`src/design/ali_ram.sv`:
```
// List storage: one write port, one read port with registered read data.
module ali_ram #(
  parameter int unsigned DEPTH = 128,
  parameter int unsigned AW    = 7,
  parameter int unsigned DW    = 32
) (
  input  logic          clk_i,
  input  logic          we_i,
  input  logic [AW-1:0] waddr_i,
  input  logic [DW-1:0] wdata_i,
  input  logic          re_i,
  input  logic [AW-1:0] raddr_i,
  output logic [DW-1:0] rdata_o
);

  logic [DW-1:0] mem_q [DEPTH];
  logic [DW-1:0] rdata_q;

  always_ff @(posedge clk_i) begin
    if (we_i) begin
      mem_q[waddr_i] <= wdata_i;
    end
  end

  always_ff @(posedge clk_i) begin
    if (re_i) begin
      rdata_q <= mem_q[raddr_i];
    end
  end

  assign rdata_o = rdata_q;

endmodule

```
`config.mk`:
```
export PLATFORM = sky130hd
export DESIGN_NAME = ali_ram
export DESIGN_NICKNAME = d
export VERILOG_FILES = /design/src/design/ali_ram.sv
export SDC_FILE = /design/constraint.sdc
export NUM_CORES = 2
export LEC_CHECK = 0
export ABC_CLOCK_PERIOD_IN_PS = 4550
export BUFFER_PORTS_ARGS = -buffer_cell sky130_fd_sc_hd__buf_2
export CORE_MARGIN = 2
export CORE_UTILIZATION = 50
export CTS_BUF_LIST = sky130_fd_sc_hd__clkbuf_8 sky130_fd_sc_hd__clkbuf_16
export DETAILED_ROUTE_END_ITERATION = 7
export PLACE_DENSITY = 0.65
export SYNTH_ARGS = -nofsm -noshare
export SYNTH_HDL_FRONTEND = slang
export SYNTH_SLANG_ARGS = --single-unit
```
`constraint.sdc`:
```
create_clock -name clk_i -period 4.55 [get_ports clk_i]
set_clock_uncertainty 0.05 [all_clocks]
set_input_delay 0.2275 -clock clk_i [delete_from_list [all_inputs] [get_ports clk_i]]
set_output_delay 0.2275 -clock clk_i [all_outputs]
set_load 0.02 [all_outputs]
```
---- After elaboration in Yosys (flattened, before gate mapping) ----
Memories as Yosys holds them, arrays and structs flattened. A register that Yosys moved wholly into a read port is not among the register bits.
Index checks and enable logic that the tools add are counted.
cells by class
  muxes and demuxes ....................... 2
operators with widths
  operator  number
  $mux W1   2
word-level totals
  memories kept ........................... 1
  register bits ........................... 0
  word-level logic and storage cells ...... 3
  input bits .............................. 49
  memory bits (writable) .................. 4096
  output and inout bits ................... 32
memory list
  memory  words  bits a word  read ports  clocked after memory_dff  wr ports  RTL line  source
  mem_q   128    32           1           1                         1         16        logic [DW-1:0] mem_q [DEPTH];

---- Depth between registers and ports, before layout ----
  depth in word-level cells ............... 2
  depth in mapped cells ................... 8
  depth with buffers taken out ............ 4

---- Worst setup path after synthesis ----
OpenSTA, ideal clock, no wires.
  kind .................................... input port to flip-flop
  start ................................... input port we_i
  end ..................................... memory mem_q[98][0] (enable)
  slack ................................... 1.034 ns
  cell stages on the path ................. 3
  setup time .............................. 0.461 ns
  data arrival time ....................... 3.005 ns
  data required time ...................... 4.039 ns
  buffers on the path ..................... 1
  path through ............................ clkbuf_1 nand4_1 nor3_1
between the ends
  cells in the longest elaborated chain, start to end .. 2
RTL lines
  element                        RTL line  source
  start: declaration             8         input logic we_i,
  $mux W1                        20        if (we_i) begin
  $mux W1 (implied by the code)  21        mem_q[waddr_i] <= wdata_i;
  end: declaration               16
No other way between the ends.

---- Worst setup path in the final report ----
  start ................................... input port waddr_i[3]
  end ..................................... memory mem_q[116][6] (enable)
RTL lines
  element             RTL line  source
  start: declaration  9         input logic [AW-1:0] waddr_i,
Straight into the memory's write port.

==> flow_summary.ini <==
[run_status]
status = completed

[cells_and_area]
syn_to_final_growth_pct = 14.2
drive_gt1_share_pct = 36.4
num-nets-final = 6594
fin_area_sq_mm = 0.179
multi_input_area_sq_mm = 0.0323
postLayoutCoreUtil_pct = 57.4
seq_area_sq_mm = 0.124
fin_cells = 11100
n_fill_cell = 21700

[sta]
hold_slack_ns = 0.0796
worstMarginPinSlew_ns = 1.19
maxSlewHeadroom_pct = 20.7
tns_ns = 0
finalWorstPathRequiredPeriod_ns = 3.28
final_max_slew_viol_count = 0
fmax_ghz = 0.305
hold_violations = 0
rsz0062_at_grt = no
setup_viol = 0
finalCritPeriodShare_pct = 72.0

[cts]
cts_max_level = 5
cts_setup_buffers = 0
cts_root_buf = clkbuf_16
cts.sinks = 4128
cts_tree = built
clk_latency_ns = 0.96
path_clk_slew_ns = 0.06
numCtsBuffers = 403
clk_path_buf_depth = 4

[die]
die_area_sq_mm = 0.318
io_pins = 81
initial_core_util_pct = 50.2
die_y_microns = 564
core_area_sq_mm = 0.312
num_rows = 205
die_w_microns = 564

[grt]
grt_antenna_before_repair = 62
track_usage_pct = 26.1
grt_pass1_vias = 71300
grt_pass1_wl_microns = 571000
grt_max_degree = 129
grt_overflow = 0

[hold_path]
hold_path_depth = 3
hold_class = in2reg

[setup_path]
crit_end = mem_q[116][6]
ff2ff_setup_slack_ns = 1.67
worstReg2RegStart = mem_q[114][29]
worst_setup_path_end_kind = register
crit_fanout = 17
crit_path_start = waddr_i[3]
slowest_delay_ns = 0.70
required_ns = 5.12
r2r_end = rdata_o[29]
cp_slowest_cell = nor2b_1
cpLargestDelayFamily = buffers and inverters
cp.arrival_ns = 3.84
start_kind = input port
path_buf_inv = 5
r2r_cells = 4
crit_cells = 8
criticalPathCategory = in2reg
path_cells = dlygate4sd3_1 -> buf_2 -> nor2b_1 -> nand3_1 -> dlygate4sd3_1 -> buf_4 -> nor2_4 -> buf_4

[place]
hpwlAfterDp_microns = 232000
dpl.cell_count = 10200
place.gp.congestion = 0.818
io_buffers = 80
dpl_cell_area_sq_mm = 0.165

[routing]
drc = 0
avgRoutedWirePerCell_microns = 37.2
wl_met1_microns = 157000
top_layer_used = met5
drt-vias-per-instance = 6.49
wl_met2_microns = 200000
via_count = 71900
drtIter0Drc = 11400
dr.pass1.iters = 5
wl_met3_microns = 42400
wl_microns = 412000
ant_nets = 0

[power_and_ir_drop]
clockPowerShare_pct = 41.3
p_sw_mw = 16.8
leakage_nw = 55.1
vdd_drop_max_v = 0.000351
pwr-share-comb_pct = 5.2
switching_share_pct = 21.3
p_int_mw = 62.0
power.density_mw_per_mm2 = 441
pwr-share-seq_pct = 53.5

[yosys]
synth_area_sq_mm = 0.157
synth_compound_area_share_pct = 0
synthAdderAreaFrac_pct = 0
syn_nets = 6039
yosys-mux-area-fraction_pct = 19.6
ys_ff_latch = 4128
yosys.area_share.simple_pct = 0.445
ys_types = 16
synthXorXnorAreaFrac_pct = 0
yosysSeqAreaShare_pct = 79.2
yosysWarnings = 0
synth_top_family_by_area = multiplexers
syn_area_per_cell_sq_um = 26.1
syn_inst = 5990

[job]
cap_violations = 0
sequential cells by signal, summed over array words and instances, names as in the netlist:
signal	count
mem_q	4096
rdata_o	32
synthesized netlist by cell type, drive strengths merged:
master	instances	area (sq um)
nor2	122	458
or3	1	6.26
nand4	3	18.8
nand3	12	60.1
mux4	1344	30300
nand2b	2	12.5
edfxtp	4128	124000
mux2	32	360
nand2	14	52.6
nor2b	7	43.8
buf	134	628
clkbuf	182	683
nor3	9	45.0
tightest hold or removal path, cell delays in order:
cell	delay [ns]
buf_2	0.24
nand2_1	0.30
nor2_4	0.12
placed cells by master, fill, tap and decap left out, types with 11 or more instances in the layout:
master         netlist  final
nand2_1             14     11
clkinv_1             0     93
mux4_2            1344   1344
buf_12               0     69
diode_2              0     50
buf_2               79     41
nor2_4               0    119
clkinvlp_4           0     13
buf_4                3    310
inv_1                0     76
clkbuf_16            0    408
edfxtp_1          4128   4128
bufinv_16            0     37
dlygate4sd3_1        0     42
inv_6                0     13
mux2_2              32     32
clkinv_2             0     84
kinds of logic (layout without fill, tap and decap cells):
kind of cell | count (synthesis) | in the layout
buffers and inverters | 316 | 1207
other | 0 | 50
and+or+nand+nor | 170 | 170
DFF | 4128 | 4128
muxes | 1376 | 1376
layer usage:
layer,vias to the layer above,global-route usage [%]
li1,27600,-
met1,39700,37.2
met2,4054,41.5
met3,536,5.09
met4,24,7.47
met5,-,0
final cells by class:
type,instances,share of cell area [%]
Timing Repair Buffer,466,2.46
Multi-Input combinational cell,1546,18.1
Antenna cell,50,0.0700
Clock inverter,333,1.49
Sequential cell,4128,69.3
Tap cell,4140,2.90
Clock buffer,408,5.71
repair_timing:
action                                 in CTS  in global routing
endpoints found under the hold margin    2169                  0
gates resized for setup                     0                  0
hold buffers                               42                  0
worst min-delay path by stage:
stage / slack, ns / to / from
finish: 0.08 / mem_q[85][7] / waddr_i[0]
global placement: 0.61 / rdata_o[11] / re_i
CTS: 0.008 / mem_q[85][7] / waddr_i[0]
floorplan: 0.28 / mem_q[0][0] / wdata_i[0]
global route: 0.08 / mem_q[81][7] / waddr_i[0]
detailed placement: 0.61 / rdata_o[11] / re_i
metrics by stage:
stage / power, mW / setup WS, ns
floorplan: 44.9 / 1.03
global placement: 47.0 / 0.565
detailed placement: 47.1 / 0.549
CTS: 79.3 / 1.39
global route: 80.9 / 1.21
finish: 78.9 / 1.27
power by group through the flow:
stage	Sequential, mW	Combinational, mW	Clock [mW]
2_1_floorplan	42.9	2.03	0
3_3_place_gp	43.0	4.04	0
3_5_place_dp	43.0	4.10	0
4_1_cts	42.2	4.15	33.0
5_1_grt	42.2	4.29	34.4
6_report	42.2	4.14	32.6
No activity file was read; power rests on OpenSTA's default activity.
